==> src/hw/rtl/tdtp_pkg.sv <==
package tdtp_pkg;

    // byte codes seen on the receive stream
    localparam logic [7:0] TAG_X   = 8'h58;  // 'X'
    localparam logic [7:0] TAG_Y   = 8'h59;  // 'Y'
    localparam logic [7:0] TAG_Z   = 8'h5A;  // 'Z'
    localparam logic [7:0] TAG_B   = 8'h42;  // 'B'
    localparam logic [7:0] TAG_V   = 8'h56;  // 'V'
    localparam logic [7:0] TAG_D   = 8'h44;  // 'D'
    localparam logic [7:0] TAG_I   = 8'h49;  // 'I'
    localparam logic [7:0] TERM_CH = 8'h2E;  // '.'

    localparam logic [15:0] DIGIT_BIAS = 16'd48;

    localparam int BYTE_W  = 8;
    localparam int INDEX_W = 3;
    localparam int VALUE_W = 16;

    localparam int MAX_DIGITS_DEF = 4;

    // telemetry field codes
    typedef enum logic [INDEX_W-1:0] {
        FIELD_X         = 3'd0,
        FIELD_Y         = 3'd1,
        FIELD_HEADING   = 3'd2,
        FIELD_DISCHARGE = 3'd3,
        FIELD_VOLTAGE   = 3'd4,
        FIELD_RIGHT_SPD = 3'd5,
        FIELD_LEFT_SPD  = 3'd6
    } field_t;

    typedef struct packed {
        logic   hit;
        field_t field;
    } tag_dec_t;

    // tag letter decode
    function automatic tag_dec_t decode_tag(input logic [BYTE_W-1:0] b);
        tag_dec_t d;
        d.hit   = 1'b1;
        d.field = FIELD_X;
        unique case (b)
            TAG_X:   d.field = FIELD_X;
            TAG_Y:   d.field = FIELD_Y;
            TAG_Z:   d.field = FIELD_HEADING;
            TAG_B:   d.field = FIELD_DISCHARGE;
            TAG_V:   d.field = FIELD_VOLTAGE;
            TAG_D:   d.field = FIELD_RIGHT_SPD;
            TAG_I:   d.field = FIELD_LEFT_SPD;
            default: d.hit   = 1'b0;
        endcase
        return d;
    endfunction

    // wrap a value to the width of its field
    function automatic logic [VALUE_W-1:0] wrap_field(input field_t f,
                                                      input logic [VALUE_W-1:0] v);
        logic [VALUE_W-1:0] r;
        case (f) inside
            FIELD_X, FIELD_Y, FIELD_DISCHARGE, FIELD_VOLTAGE:
                r = {8'h00, v[7:0]};
            default:
                r = v;
        endcase
        return r;
    endfunction

endpackage

==> src/hw/rtl/tagged_decimal_telemetry_parser_unit.sv <==
// path: an accepted byte waits in the input register; a tag or terminator byte then loads
// the result register, which raises m_tvalid, once that register is free
// throughput: one byte per cycle while m_tready stays high; a result waiting in the
// result register holds s_tready low only when the byte in the input register has one too
// reset: synchronous, active low; clears field to x, digit count and accumulator to
// zero, and empties both registers
module tagged_decimal_telemetry_parser_unit
    import tdtp_pkg::*;
#(
    parameter int MaxDigits = MAX_DIGITS_DEF
) (
    input  logic               aclk,
    input  logic               aresetn,
    // s_tdata: [7:0] rx_byte
    input  logic               s_tvalid,
    output logic               s_tready,
    input  logic [BYTE_W-1:0]  s_tdata,
    // m_tdata: [15:0] field_value
    output logic               m_tvalid,
    input  logic               m_tready,
    output logic [VALUE_W-1:0] m_tdata,
    // m_tuser: [2:0] field_index
    output logic [INDEX_W-1:0] m_tuser
);

    localparam int CntW = $clog2(MaxDigits + 1);
    localparam logic [CntW-1:0] CntMax = CntW'(MaxDigits);

    // input register
    logic              in_valid_reg;
    logic [BYTE_W-1:0] in_byte_reg;

    // parser state
    field_t             field_reg,  field_next;
    logic [CntW-1:0]    count_reg,  count_next;
    logic [VALUE_W-1:0] acc_reg,    acc_next;

    // result register
    logic               out_valid_reg;
    field_t             out_index_reg, out_index_next;
    logic [VALUE_W-1:0] out_value_reg, out_value_next;

    tag_dec_t tag;
    logic     is_term;
    logic     has_result;
    logic     out_free;
    logic     advance;
    logic [VALUE_W-1:0] digit_acc;

    // decode and state update for the byte in the input register
    always_comb begin
        tag        = decode_tag(in_byte_reg);
        is_term    = (in_byte_reg == TERM_CH);
        has_result = tag.hit || is_term;
        digit_acc  = (acc_reg << 3) + (acc_reg << 1) + {8'h00, in_byte_reg} - DIGIT_BIAS;

        field_next     = field_reg;
        count_next     = count_reg;
        acc_next       = acc_reg;
        out_index_next = field_reg;
        out_value_next = '0;
        if (tag.hit) begin
            field_next     = tag.field;
            count_next     = '0;
            acc_next       = '0;
            out_index_next = tag.field;
        end else if (is_term) begin
            count_next     = '0;
            acc_next       = '0;
            out_value_next = wrap_field(field_reg, acc_reg);
        end else if (count_reg < CntMax) begin
            acc_next   = digit_acc;
            count_next = count_reg + CntW'(1);
        end
    end

    // handshake
    assign out_free = !out_valid_reg || m_tready;
    assign advance  = in_valid_reg && (!has_result || out_free);
    assign s_tready = !in_valid_reg || advance;

    // input register
    always_ff @(posedge aclk) begin
        if (!aresetn) begin
            in_valid_reg <= 1'b0;
        end else if (s_tready) begin
            in_valid_reg <= s_tvalid;
        end
        if (s_tvalid && s_tready) begin
            in_byte_reg <= s_tdata;
        end
    end

    // parser state
    always_ff @(posedge aclk) begin
        if (!aresetn) begin
            field_reg <= FIELD_X;
            count_reg <= '0;
            acc_reg   <= '0;
        end else if (advance) begin
            field_reg <= field_next;
            count_reg <= count_next;
            acc_reg   <= acc_next;
        end
    end

    // result register
    always_ff @(posedge aclk) begin
        if (!aresetn) begin
            out_valid_reg <= 1'b0;
        end else if (out_free) begin
            out_valid_reg <= advance && has_result;
        end
        if (out_free && advance && has_result) begin
            out_index_reg <= out_index_next;
            out_value_reg <= out_value_next;
        end
    end

    assign m_tvalid = out_valid_reg;
    assign m_tdata  = out_value_reg;
    assign m_tuser  = out_index_reg;

    // digit count never passes its limit
    a_count_limit: assert property (@(posedge aclk) disable iff (!aresetn)
        count_reg <= CntMax)
        else $error("digit count above limit");

    // narrow fields carry no upper byte
    a_narrow_value: assert property (@(posedge aclk) disable iff (!aresetn)
        out_valid_reg && (out_index_reg == FIELD_X || out_index_reg == FIELD_Y ||
            out_index_reg == FIELD_DISCHARGE || out_index_reg == FIELD_VOLTAGE)
        |-> out_value_reg[15:8] == 8'h00)
        else $error("narrow field value has upper bits set");

    // a tag result always carries zero
    a_tag_zero: assert property (@(posedge aclk) disable iff (!aresetn)
        advance && tag.hit && out_free |=> out_valid_reg && out_value_reg == '0)
        else $error("tag result is not zero");

    // a terminator clears the digit state
    a_term_clears: assert property (@(posedge aclk) disable iff (!aresetn)
        advance && is_term |=> count_reg == '0 && acc_reg == '0)
        else $error("terminator left digit state");

    // the state only moves when a byte is consumed
    a_state_hold: assert property (@(posedge aclk) disable iff (!aresetn)
        !advance |=> $stable(acc_reg) && $stable(count_reg) && $stable(field_reg))
        else $error("parser state moved without a byte");

endmodule
==> config.mk <==
export PLATFORM = sky130hd
export DESIGN_NAME = tagged_decimal_telemetry_parser_unit
export DESIGN_NICKNAME = d
export VERILOG_FILES = /design/src/hw/rtl/tdtp_pkg.sv /design/src/hw/rtl/tagged_decimal_telemetry_parser_unit.sv
export SDC_FILE = /design/constraint.sdc
export NUM_CORES = 1
export LEC_CHECK = 0
export BUFFER_PORTS_ARGS = -buffer_cell sky130_fd_sc_hd__buf_2
export CORE_MARGIN = 4
export CORE_UTILIZATION = 50
export DETAILED_ROUTE_END_ITERATION = 10
export PLACE_DENSITY_LB_ADDON = 0.05
export SLEW_MARGIN = 25
export SYNTH_ARGS = -nofsm -noshare
export SYNTH_HDL_FRONTEND = slang
export SYNTH_SLANG_ARGS = --single-unit
==> constraint.sdc <==
create_clock -name aclk -period 7.3 [get_ports aclk]
set_input_delay 0.73 -clock aclk [delete_from_list [all_inputs] [get_ports aclk]]
set_output_delay 0.73 -clock aclk [all_outputs]
set_load 0.005 [all_outputs]
Yosys cells after proc, flatten, opt, wreduce, memory -nomap -nowiden --
Index checks and enable logic that the tools add are counted.
Cells by class: multiplexer cells 9, bitwise logic cells 1, order comparisons 1, reduce and logical (&&, ||, !) cells 18, equality and inequality tests 11, add/sub/neg operators 4
Operators with widths (number):
- $eq 8x7->1 const B | 7
- $mux 16 | 3
- $pmux 3 s6 | 1
- $add 16x16->16 | 1
- $add 16x8->16 | 1
- $sub 16x6->16 const B | 1
- $mux 3 | 4
- $eq 8x6->1 const B | 1
- $reduce_or 7->1 | 1
- $reduce_or 6->1 | 1
- $logic_and 1x1->1 | 5
- $logic_or 1x1->1 | 4
- $add 3x1->3 const B | 1
- $eq 3x1->1 const B | 1
- $eq 3x2->1 const B | 1
- $eq 3x3->1 const B | 1
- $logic_not 1->1 | 3
- $logic_not 3->1 | 1
- $lt 3x3->1 const B | 1
- $reduce_bool 3->1 | 1
- $reduce_and 2->1 | 1
- $reduce_or 2->1 | 1
- $mux 1 | 1
- $not 1->1 | 1
Storage, ports and cells: word-level logic and storage cells 53, flip-flop bits (word level) 51, output and inout bits 21

Depth between registers and ports, before layout --
Gate-level depths: netlist of the first run.
word-level depth 9, gate-level depth with buffers 13

Worst setup path after synthesis of the first run --
No wires, ideal clock.
path kind flip-flop to flip-flop, start point register in_byte_reg[3], end point register acc_reg[15], path slack 4.221 ns, setup time 0.117 ns, path buffers 0, cell stages (with the launch flop) 14, clock period less this slack 3.079 ns, arrival 2.962 ns, path through edfxtp_1 -> inv_1 -> fa_1 -> inv_1 -> ha_1 -> ha_1 -> inv_1 -> fa_1 -> nand2b_1 -> a21oi_1 -> a21oi_1 -> o21ai_0 -> xnor2_1 -> a22o_1
On the way: cells in the longest elaborated chain, start to end 8, elaborated cells on any way between the ends 21, classes of those cells add/sub (2); eq/ne (8); mux (4); reduce/logical (7)
RTL lines:
- start, declared | RTL line tagged_decimal_telemetry_parser_unit.sv:31 | logic [BYTE_W-1:0] in_byte_reg;
- start signal, assigned | RTL line tagged_decimal_telemetry_parser_unit.sv:90 | in_byte_reg <= s_tdata;
- branches (longest 8 deep; another with $add 16x8->16)
- end signal, assigned | RTL line tagged_decimal_telemetry_parser_unit.sv:103 | acc_reg <= acc_next;
- end, declared | RTL line tagged_decimal_telemetry_parser_unit.sv:36 | logic [VALUE_W-1:0] acc_reg, acc_next;
Several ways; the timed one is not identified. The select of a mux whose other input is x is not followed. A chain may end at the register's enable or synchronous reset.

Worst setup path in the final report of the first run --
Ends and elaborated chain as after synthesis.

==> summary.md, run 1 <==
| Metric | Value |
|---|---|
| Final setup TNS | `0 ns` |
| NumNets Final | `385` |
| Largest cells by area after synthesis | `edfxtp_1 26%, dfxtp_1 15%, ha_1 14%` |
| Cell area after layout | `between 0.003 and 0.004 mm^2` |
| Post-DP HPWL | `roughly 4.6 mm` |
| Crit share post-route | `~46%` |
| Drt first pass iters | `4` |
| Hold buffer count at cts | `0` |
| Post-synth ARST share | `0%` |
| Worst-Margin Slew | `between 0.9 and 1 ns` |
| Worst-path maximum fanout | `8` |
| Remaining global-route overflow | `0` |
| Startpoint Class | `register` |
| Synth Cell Area | `between 0.003 and 0.004 mm^2` |
| WP data required | `~7.5 ns` |
| Cell count after synthesis | `299` |
| Slew headroom | `38.3%` |
| Initial antenna violation count | `0` |
| Area of the multi-input gates | `roughly 0.0016 mm^2` |
| Clk_skew | `between 0.009 and 0.01 ns` |
| Post-DR vias/cell | `roughly 5.3` |
| Met2 WL post-DR | `~2.6 mm` |
| FP Rows | `28` |
| Met1 wire length | `a little over 3 mm` |
| Top sig layer | `met4` |
| Pre-CTS setup slack | `just under 4 ns` |
| Die width | `between 80 and 90 um` |
| CTS tree | `done` |
| Worst setup path class | `reg2reg` |
| Total power | `around 1.0 mW` |
| Largest net degree at the start of global routing | `20` |
| P_leak | `roughly 1.5 nW` |
| I/O Pins | `33` |
| Drt wl/cell | `roughly 15 um` |
| Worst skew pair latency | `0.30 ns` |
| Clock tree buffer depth | `2` |
| Met3 WL | `around 260 um` |
| Final GP Congestion | `0.857` |
| Clock root buffer | `clkbuf_8` |
| Maximum clock frequency | `roughly 300 MHz` |
| Status | `finished, final reports clean` |
| Antenna Nets Post-Route | `0` |
| Syn Nets | `approximately 350` |
| Final Hold Vio Count | `0` |
| Detailed Route Iter0 Violations | `between 100 and 150` |
| Mean area per synthesized cell | `~10 um^2` |
| Share of layout cells above drive strength 1 | `15.3%` |
| Min Clock Period, post-route | `roughly 3.4 ns` |
| Drt total wl | `6.07 mm` |
| Fin. max-slew vios | `0` |
| Clock sink total | `around 50` |
| Post-layout util | `57.6%` |
| Routed via count | `2142` |
| GRT Util Overall | `between 10% and 20%` |
| Vias in the first global route | `2133` |
| Yosys reg bits | `51` |
| Max_cap viols | `0` |
| Library cells used by synthesis | `48` |
| Critical path arrival | `around 3.6 ns` |
| CTS resizes | `0` |
| Synth area leader | `edfxtp_1` |
| VDD IR max | `0.159 mV` |
| Synth warn | `0` |
| Post-synth top area share | `roughly a quarter` |
| Worst setup EP type | `register` |
| Post-CTS Setup Inserts | `0` |
| PwrDens | `around 290 mW/mm^2` |
| N_diodes | `0` |
| Die area | `0.00759 mm^2` |
| Placed cell areas | `around 0.0033 mm^2` |
| Num CTS Buffers | `5` |
| Setup ws final | `about 3.9 ns` |
| First-pass GRT wire length | `slightly above 10 mm` |
| H-tree lvl count | `2` |
| Die H | `roughly 87 um` |
| Area Growth Syn to Fin | `10.3%` |
| Post-synth top flop | `edfxtp_1` |
| Initial Util | `between 50% and 60%` |
| Post-synth EDFFs | `27` |
| Worst Hold Class | `reg2reg` |
| Unrepaired setup endpoints after global routing | `false` |
| Clk slew on worst S/H paths | `around 0.09 ns` |
| Core ar. | `~0.006 mm^2` |
| Setup violators final | `0` |
| DRC Markers | `0` |
| I/O Buffers | `32` |
| Fill cells | `532` |
| Register area | `around 0.0013 mm^2` |
| Sequential area share after synthesis | `between 40% and 50%` |
cells by family (layout without fill, tap and decap cells):
| family | Yosys count | in the layout | synth area share, % |
|---|---|---|---|
| AO/OA/AOI/OAI | 64 | 64 | 15.4 |
| XOR/XNOR | 14 | 14 | 4.16 |
| adder cells (fa/ha/maj) | 41 | 41 | 17.8 |
| buffers and inverters | 56 | 90 | 7.56 |
| flip-flops | 51 | 51 | 41.3 |
| multiplexers | 4 | 4 | 1.32 |
| AND/OR/NAND/NOR | 69 | 69 | 12.5 |
worst paths after layout:
kind / start / endpoint / slack (ns) / cells past startpoint
min: acc_reg[4] / acc_reg[4] / 0.47 / 1
min reg2reg: acc_reg[4] / acc_reg[4] / 0.47 / 1
max reg2reg: in_byte_reg[3] / acc_reg[15] / 3.91 / 13
max: in_byte_reg[3] / acc_reg[15] / 3.91 / 13
worst max-delay path: stages (launching register included):
cell and delay, ns:
edfxtp_1 0.50, inv_1 0.15, fa_1 0.55, inv_1 0.04
ha_1 0.27, ha_1 0.16, inv_1 0.05, fa_1 0.37
nand2b_1 0.17, a21oi_1 0.26, a21oi_1 0.19, o21ai_0 0.24
xnor2_1 0.10, a22o_1 0.22
cell type report:
cell class                      instances  share of cell area [%]
Multi-Input combinational cell        192                    46.6
Sequential cell                        51                    37.4
Clock inverter                          1                   0.871
Clock buffer                            7                    2.21
Timing Repair Buffer                   33                    4.86
Inverter                               49                    5.33
Tap cell                               75                    2.72
cell usage after synthesis (all sizes together) (2+ instances only):
library cell / count
o22ai: 2
and3: 4
nor2: 18
xor2: 6
o21ai: 6
fa: 6
nand2b: 4
nand3b: 2
edfxtp: 27
nand3: 3
a31oi: 4
dfxtp: 24
a22o: 17
mux2i: 3
ha: 35
inv: 49
or3: 2
a21boi: 4
a31o: 2
clkbuf: 3
o21bai: 2
a211oi: 2
nor3: 9
a21o: 5
buf: 4
nand2: 12
and2: 6
nor2b: 5
xnor2: 8
a21oi: 14
report_power, final:
part           internal (mW)  total [mW]  leakage (nW)  switching [mW]
sequential             0.325       0.344         0.438          0.0191
combinational          0.219       0.463          1.02           0.244
clock                  0.103       0.195        0.0524          0.0920
layer usage:
layer	global-route usage [%]	vias to the layer above
met1	23.9	971
li1	-	1106
met4	6.56	0
met3	3.22	10
met2	27.1	55
met5	0	-
layout by cell type (no fill, tap or decap), types with 3 or more instances in the layout:
cell and instances:
a21boi_0 3, a21o_1 5, a21oi_1 14, a22o_1 17, a31oi_1 4, and2_1 6, and3_1 4, buf_2 32
clkbuf_8 5, dfxtp_1 24, edfxtp_1 27, fa_1 6, ha_1 35, inv_1 49, mux2i_1 3, nand2_1 10
nand2b_1 4, nor2_1 18, nor2b_1 5, nor3_1 8, o21ai_0 6, xnor2_1 8, xor2_1 5
through the flow:
stage               hold slack, ns  std cells
floorplan                    0.432        299
detailed placement           0.451        400
finish                       0.472        408
global route                 0.500        408
global placement             0.445        400
CTS                          0.474        408
Note: power is estimated with default switching activity, not from simulation.
==> inputs of run 2 (changes only) <==
Clock period 7.3 ns to 3.5 ns, I/O delays scaled along.
==> summary.md, run 2 (synthesis results as in run 1) <==
| Metric | Value |
|---|---|
| Clock share of power | `16.3%` |
| Clock sink total | `a little over 50` |
| Register area | `between 0.001 and 0.0015 mm^2` |
| Final Hold Vio Count | `0` |
| Clk_skew | `0.00438 ns` |
| Top sig layer | `met4` |
| GRT Util Overall | `a little under a fifth` |
| Post-DP HPWL | `approximately 4.9 mm` |
| NumNets Final | `around 400` |
| Unrepaired setup endpoints after global routing | `false` |
| CP cell instances | `inv_1, fa_1, inv_1, ha_1, ha_1, inv_1, fa_1, nand2b_1, a21oi_1, a21oi_1, o21ai_0, xnor2_1, a22o_1` |
| WP depth | `13` |
| I/O Pins | `33` |
| PwrDens | `between 500 and 600 mW/mm^2` |
| Hold_sp | `s_tdata[6]` |
| Comb power frac | `48.2%` |
| Die H | `between 80 and 90 um` |
| I/O Buffers | `32` |
| Worst setup EP type | `register` |
| Worst Setup SP | `in_byte_reg[3]` |
| WP data required | `around 3.7 ns` |
| Maximum clock frequency | `around 310 MHz` |
| Remaining global-route overflow | `0` |
| Critical path's slowest cell | `fa_1` |
| Commonest non-fill, non-tap cells in the layout | `49 x inv_1, 35 x ha_1, 32 x buf_2, 27 x edfxtp_1, 24 x dfxtp_1` |
| Switch share | `a little under two fifths` |
| Drt first pass iters | `4` |
| Die area | `0.00759 mm^2` |
| Min Clock Period, post-route | `approximately 3.2 ns` |
| Worst Hold Class | `in2reg` |
| VDD IR max | `between 0.3 and 0.4 mV` |
| CTS resizes | `0` |
| Crit path largest cell delay | `0.54 ns` |
| Crit share post-route | `91.8%` |
| Startpoint Class | `register` |
| Initial antenna violation count | `0` |
| Worst skew pair latency | `0.30 ns` |
| CP delay by family, top | `adder cells` |
| Area of the multi-input gates | `0.00160 mm^2` |
| Post-CTS Setup Inserts | `0` |
| FF-to-FF path depth | `13` |
| Met3 WL | `approximately 230 um` |
| Die width | `slightly below 90 um` |
| Hold buffer count at cts | `0` |
| Most common cell after layout, fill and taps aside | `inv_1` |
| Met1 wire length | `around 3 mm` |
| Fill cells | `about 550` |
| Max_cap viols | `0` |
| FP Rows | `28` |
| Clock root buffer | `clkbuf_8` |
| Routed via count | `~2200` |
| Final setup TNS | `0 ns` |
| Slew headroom | `between 50% and 60%` |
| Core ar. | `~0.006 mm^2` |
| Share of layout cells above drive strength 1 | `around 17%` |
| Worst setup path class | `reg2reg` |
| H-tree lvl count | `2` |
| Worst-path maximum fanout | `4` |
| Pre-CTS setup slack | `0.313 ns` |
| DRC Markers | `0` |
| Initial Util | `between 50% and 60%` |
| Setup violators final | `0` |
| Num CTS Buffers | `5` |
| Vias in the first global route | `about 2200` |
| N_diodes | `0` |
| Most frequent CP cell | `inv_1` |
| First-pass GRT wire length | `approximately 11 mm` |
| Setup ws final | `between 0.2 and 0.3 ns` |
| Flop pwr share | `around 36%` |
| Drt total wl | `between 6 and 7 mm` |
| CTS tree | `done` |
| Worst-Margin Slew | `roughly 0.6 ns` |
| Clk slew on worst S/H paths | `approximately 0.090 ns` |
| Detailed Route Iter0 Violations | `~160` |
| Clock tree buffer depth | `2` |
| Antenna Nets Post-Route | `0` |
| Largest net degree at the start of global routing | `20` |
| Worst r2r src | `in_byte_reg[3]` |
| Post-DR vias/cell | `between 5 and 6` |
| Area Growth Syn to Fin | `10.4%` |
| WHS Path Cells | `1` |
| Buf/Inv on CP | `3` |
| Fin. max-slew vios | `0` |
| Status | `finished, final reports clean` |
| Drt wl/cell | `about 15 um` |
| Final GP Congestion | `just over 0.8` |
| P_int | `1.28 mW` |
| Total power | `2.03 mW` |
| Met2 WL post-DR | `2.87 mm` |
| P_sw | `between 700 and 800 uW` |
| P_leak | `~1.5 nW` |
| Critical path arrival | `between 3 and 4 ns` |
-- run 2: cell types whose count changed in the layout (fill, tap and decap cells not counted) --
cell / before / now
buf_4: 1 / 5
bufinv_16: 1 / 0
clkbuf_1: 2 / 1
clkinv_2: 0 / 1
clkinvlp_4: 0 / 1
nor3_2: 0 / 1
nor3_4: 1 / 0
-- run 2: power by group through the flow --
stage / registers [mW] / logic (mW) / clock network (mW)
final: 0.718 / 0.976 / 0.331
after global routing: 0.726 / 1.12 / 0.381
after CTS: 0.718 / 0.986 / 0.343
after detailed placement: 0.731 / 0.978 / 0
after global placement: 0.730 / 0.970 / 0
after floorplan: 0.718 / 0.810 / 0
-- run 2: worst paths after layout --
check / to / slack (ns)
worst max-delay path: acc_reg[15] / 0.29
worst min-delay path: in_byte_reg[6] / 0.22
worst max register to register: acc_reg[15] / 0.29
worst min register to register: acc_reg[4] / 0.47
-- run 2: routing by layer --
| layer | vias to the layer above | track usage, % |
|---|---|---|
| met5 | - | 0 |
| met4 | 0 | 5.02 |
| met3 | 4 | 3.41 |
| met2 | 49 | 28.1 |
| met1 | 1030 | 25.6 |
| li1 | 1118 | - |
-- run 2: stage by stage --
stage	instances	utilization [%]	hold WS [ns]	cell area, um^2
CTS	412	57.6	0.208	3450
global route	412	57.6	0.193	3450
global placement	404	56.2	0.446	3370
detailed placement	404	56.2	0.452	3370
floorplan	299	-	0.432	3130
finish	412	57.6	0.219	3450
-- run 2: cell type report --
cell class | count | area share [%]
well taps | 75 | 2.72
inverters | 49 | 5.33
clock buffers | 6 | 2.10
multi-input cells | 192 | 46.4
clock inverters | 2 | 0.362
flip-flops and latches | 51 | 37.4
repair buffers | 37 | 5.73
==> inputs of run 3 (changes only) <==
Settings changed: RECOVER_POWER set to 25.
==> summary.md, run 3 (synthesis results as in run 1) <==
| Metric | Value |
|---|---|
| Fin. max-slew vios | `0` |
| WP data required | `3.70 ns` |
| N_diodes | `0` |
| Setup ws final | `~0.29 ns` |
| Startpoint Class | `register` |
| PwrDens | `588 mW/mm^2` |
| Status | `finished, final reports clean` |
| Drt wl/cell | `15.1 um` |
| CTS tree | `done` |
| DRC Markers | `0` |
| Clk slew on worst S/H paths | `0.09 ns` |
| Placed cells | `about 400` |
| Die width | `between 80 and 90 um` |
| H-tree lvl count | `2` |
| Commonest non-fill, non-tap cells in the layout | `49 x inv_1, 35 x ha_1, 27 x edfxtp_1, 25 x buf_2, 24 x dfxtp_1` |
| Slew headroom | `59.2%` |
| Cell area after layout | `roughly 0.0034 mm^2` |
| First-pass GRT wire length | `between 10 and 15 mm` |
| Detailed Route Iter0 Violations | `about 160` |
| Unrepaired setup endpoints after global routing | `false` |
| Worst-Margin Slew | `between 0.5 and 0.6 ns` |
| Drt first pass iters | `4` |
| Post-DR vias/cell | `5.34` |
| Core ar. | `~0.0060 mm^2` |
| Post-DP HPWL | `approximately 5 mm` |
| Final setup TNS | `0 ns` |
| Antenna Nets Post-Route | `0` |
| Drt total wl | `6.24 mm` |
| Pre-CTS setup slack | `between 0.3 and 0.4 ns` |
| Clock root buffer | `clkbuf_8` |
| Setup violators final | `0` |
| CTS resizes | `0` |
| Initial Util | `between 50% and 60%` |
| Routed via count | `2200` |
| Post-layout util | `between 50% and 60%` |
| Worst skew pair latency | `0.30 ns` |
| Final non-filler cell total | `between 400 and 500` |
| Remaining global-route overflow | `0` |
| I/O Buffers | `32` |
| Crit share post-route | `between 90% and 100%` |
| NumNets Final | `389` |
| I/O Pins | `33` |
| Clk_skew | `between 0.004 and 0.005 ns` |
| Clock sink total | `a little over 50` |
| Most common cell after layout, fill and taps aside | `inv_1` |
| Initial antenna violation count | `0` |
| Final Hold Vio Count | `0` |
| Share of layout cells above drive strength 1 | `between 10% and 20%` |
| Placed cell areas | `0.00337 mm^2` |
| Vias in the first global route | `roughly 2200` |
| Worst Hold Class | `in2reg` |
| Post-CTS Setup Inserts | `0` |
| VDD IR max | `between 0.3 and 0.4 mV` |
| Worst setup path class | `reg2reg` |
| GRT Util Overall | `a little under a fifth` |
| Hold buffer count at cts | `0` |
| Largest net degree at the start of global routing | `20` |
| Worst-path maximum fanout | `4` |
| Max_cap viols | `0` |
| Maximum clock frequency | `311 MHz` |
| Die H | `slightly below 90 um` |
| Fill cells | `551` |
| Num CTS Buffers | `5` |
| FP Rows | `28` |
| Final GP Congestion | `0.823` |
| Die area | `0.00759 mm^2` |
| P_leak | `1.51 nW` |
| Area Growth Syn to Fin | `10.1%` |
| Min Clock Period, post-route | `3.21 ns` |
| Clock tree buffer depth | `2` |
| Worst setup EP type | `register` |
| Critical path arrival | `~3.4 ns` |
## run 3: cell count changes in the layout (fill, tap and decap cells not counted), sizes merged
| cell | change |
|---|---|
| clkbuf | +7 |
| buf | -7 |
## run 3: routing by layer
metal  wire (um)  global-route usage, %  vias up  share of wire [%]
li1            -                      -     1118                  -
met1        3060                   25.6     1027                 49
met2        2880                   28.1       51                 46
met3         242                   3.41        4                3.9
met4          52                   5.02        0               0.83
met5           0                      0        -                  0
## run 3: power breakdown
group / total, mW / switching (mW) / internal, mW
logic: 0.976 / 0.515 / 0.461
clock network: 0.331 / 0.191 / 0.140
registers: 0.718 / 0.0402 / 0.678
## run 3: final timing paths
kind	from	endpoint	slack [ns]	cells after the start
min	s_tdata[6]	in_byte_reg[6]	0.22	1
min reg2reg	acc_reg[4]	acc_reg[4]	0.47	1
max reg2reg	in_byte_reg[3]	acc_reg[15]	0.29	13
max	in_byte_reg[3]	acc_reg[15]	0.29	13
## run 3: area by class of cell
| type | count | area [um^2] | share of cell area [%] |
|---|---|---|---|
| multi-input cells | 192 | 1600 | 46.5 |
| flip-flops and latches | 51 | 1290 | 37.5 |
| repair buffers | 37 | 189 | 5.49 |
| inverters | 49 | 184 | 5.34 |
| well taps | 75 | 93.8 | 2.73 |
| clock buffers | 6 | 72.6 | 2.11 |
| clock inverters | 2 | 12.5 | 0.363 |
## run 3: stage by stage
stage	total power [mW]	hold WS, ns
after floorplan	1.53	0.432
after CTS	2.05	0.208
final	2.03	0.219
after global placement	1.70	0.446
after detailed placement	1.71	0.452
after global routing	2.23	0.193
## run 3: worst max-delay path, stage by stage (launching register included)
cell and delay [ns]:
edfxtp_1 0.36, inv_1 0.10, fa_1 0.54, inv_1 0.04, ha_1 0.27, ha_1 0.17, inv_1 0.06, fa_1 0.37
nand2b_1 0.17, a21oi_1 0.28, a21oi_1 0.20, o21ai_0 0.24, xnor2_1 0.10, a22o_1 0.22
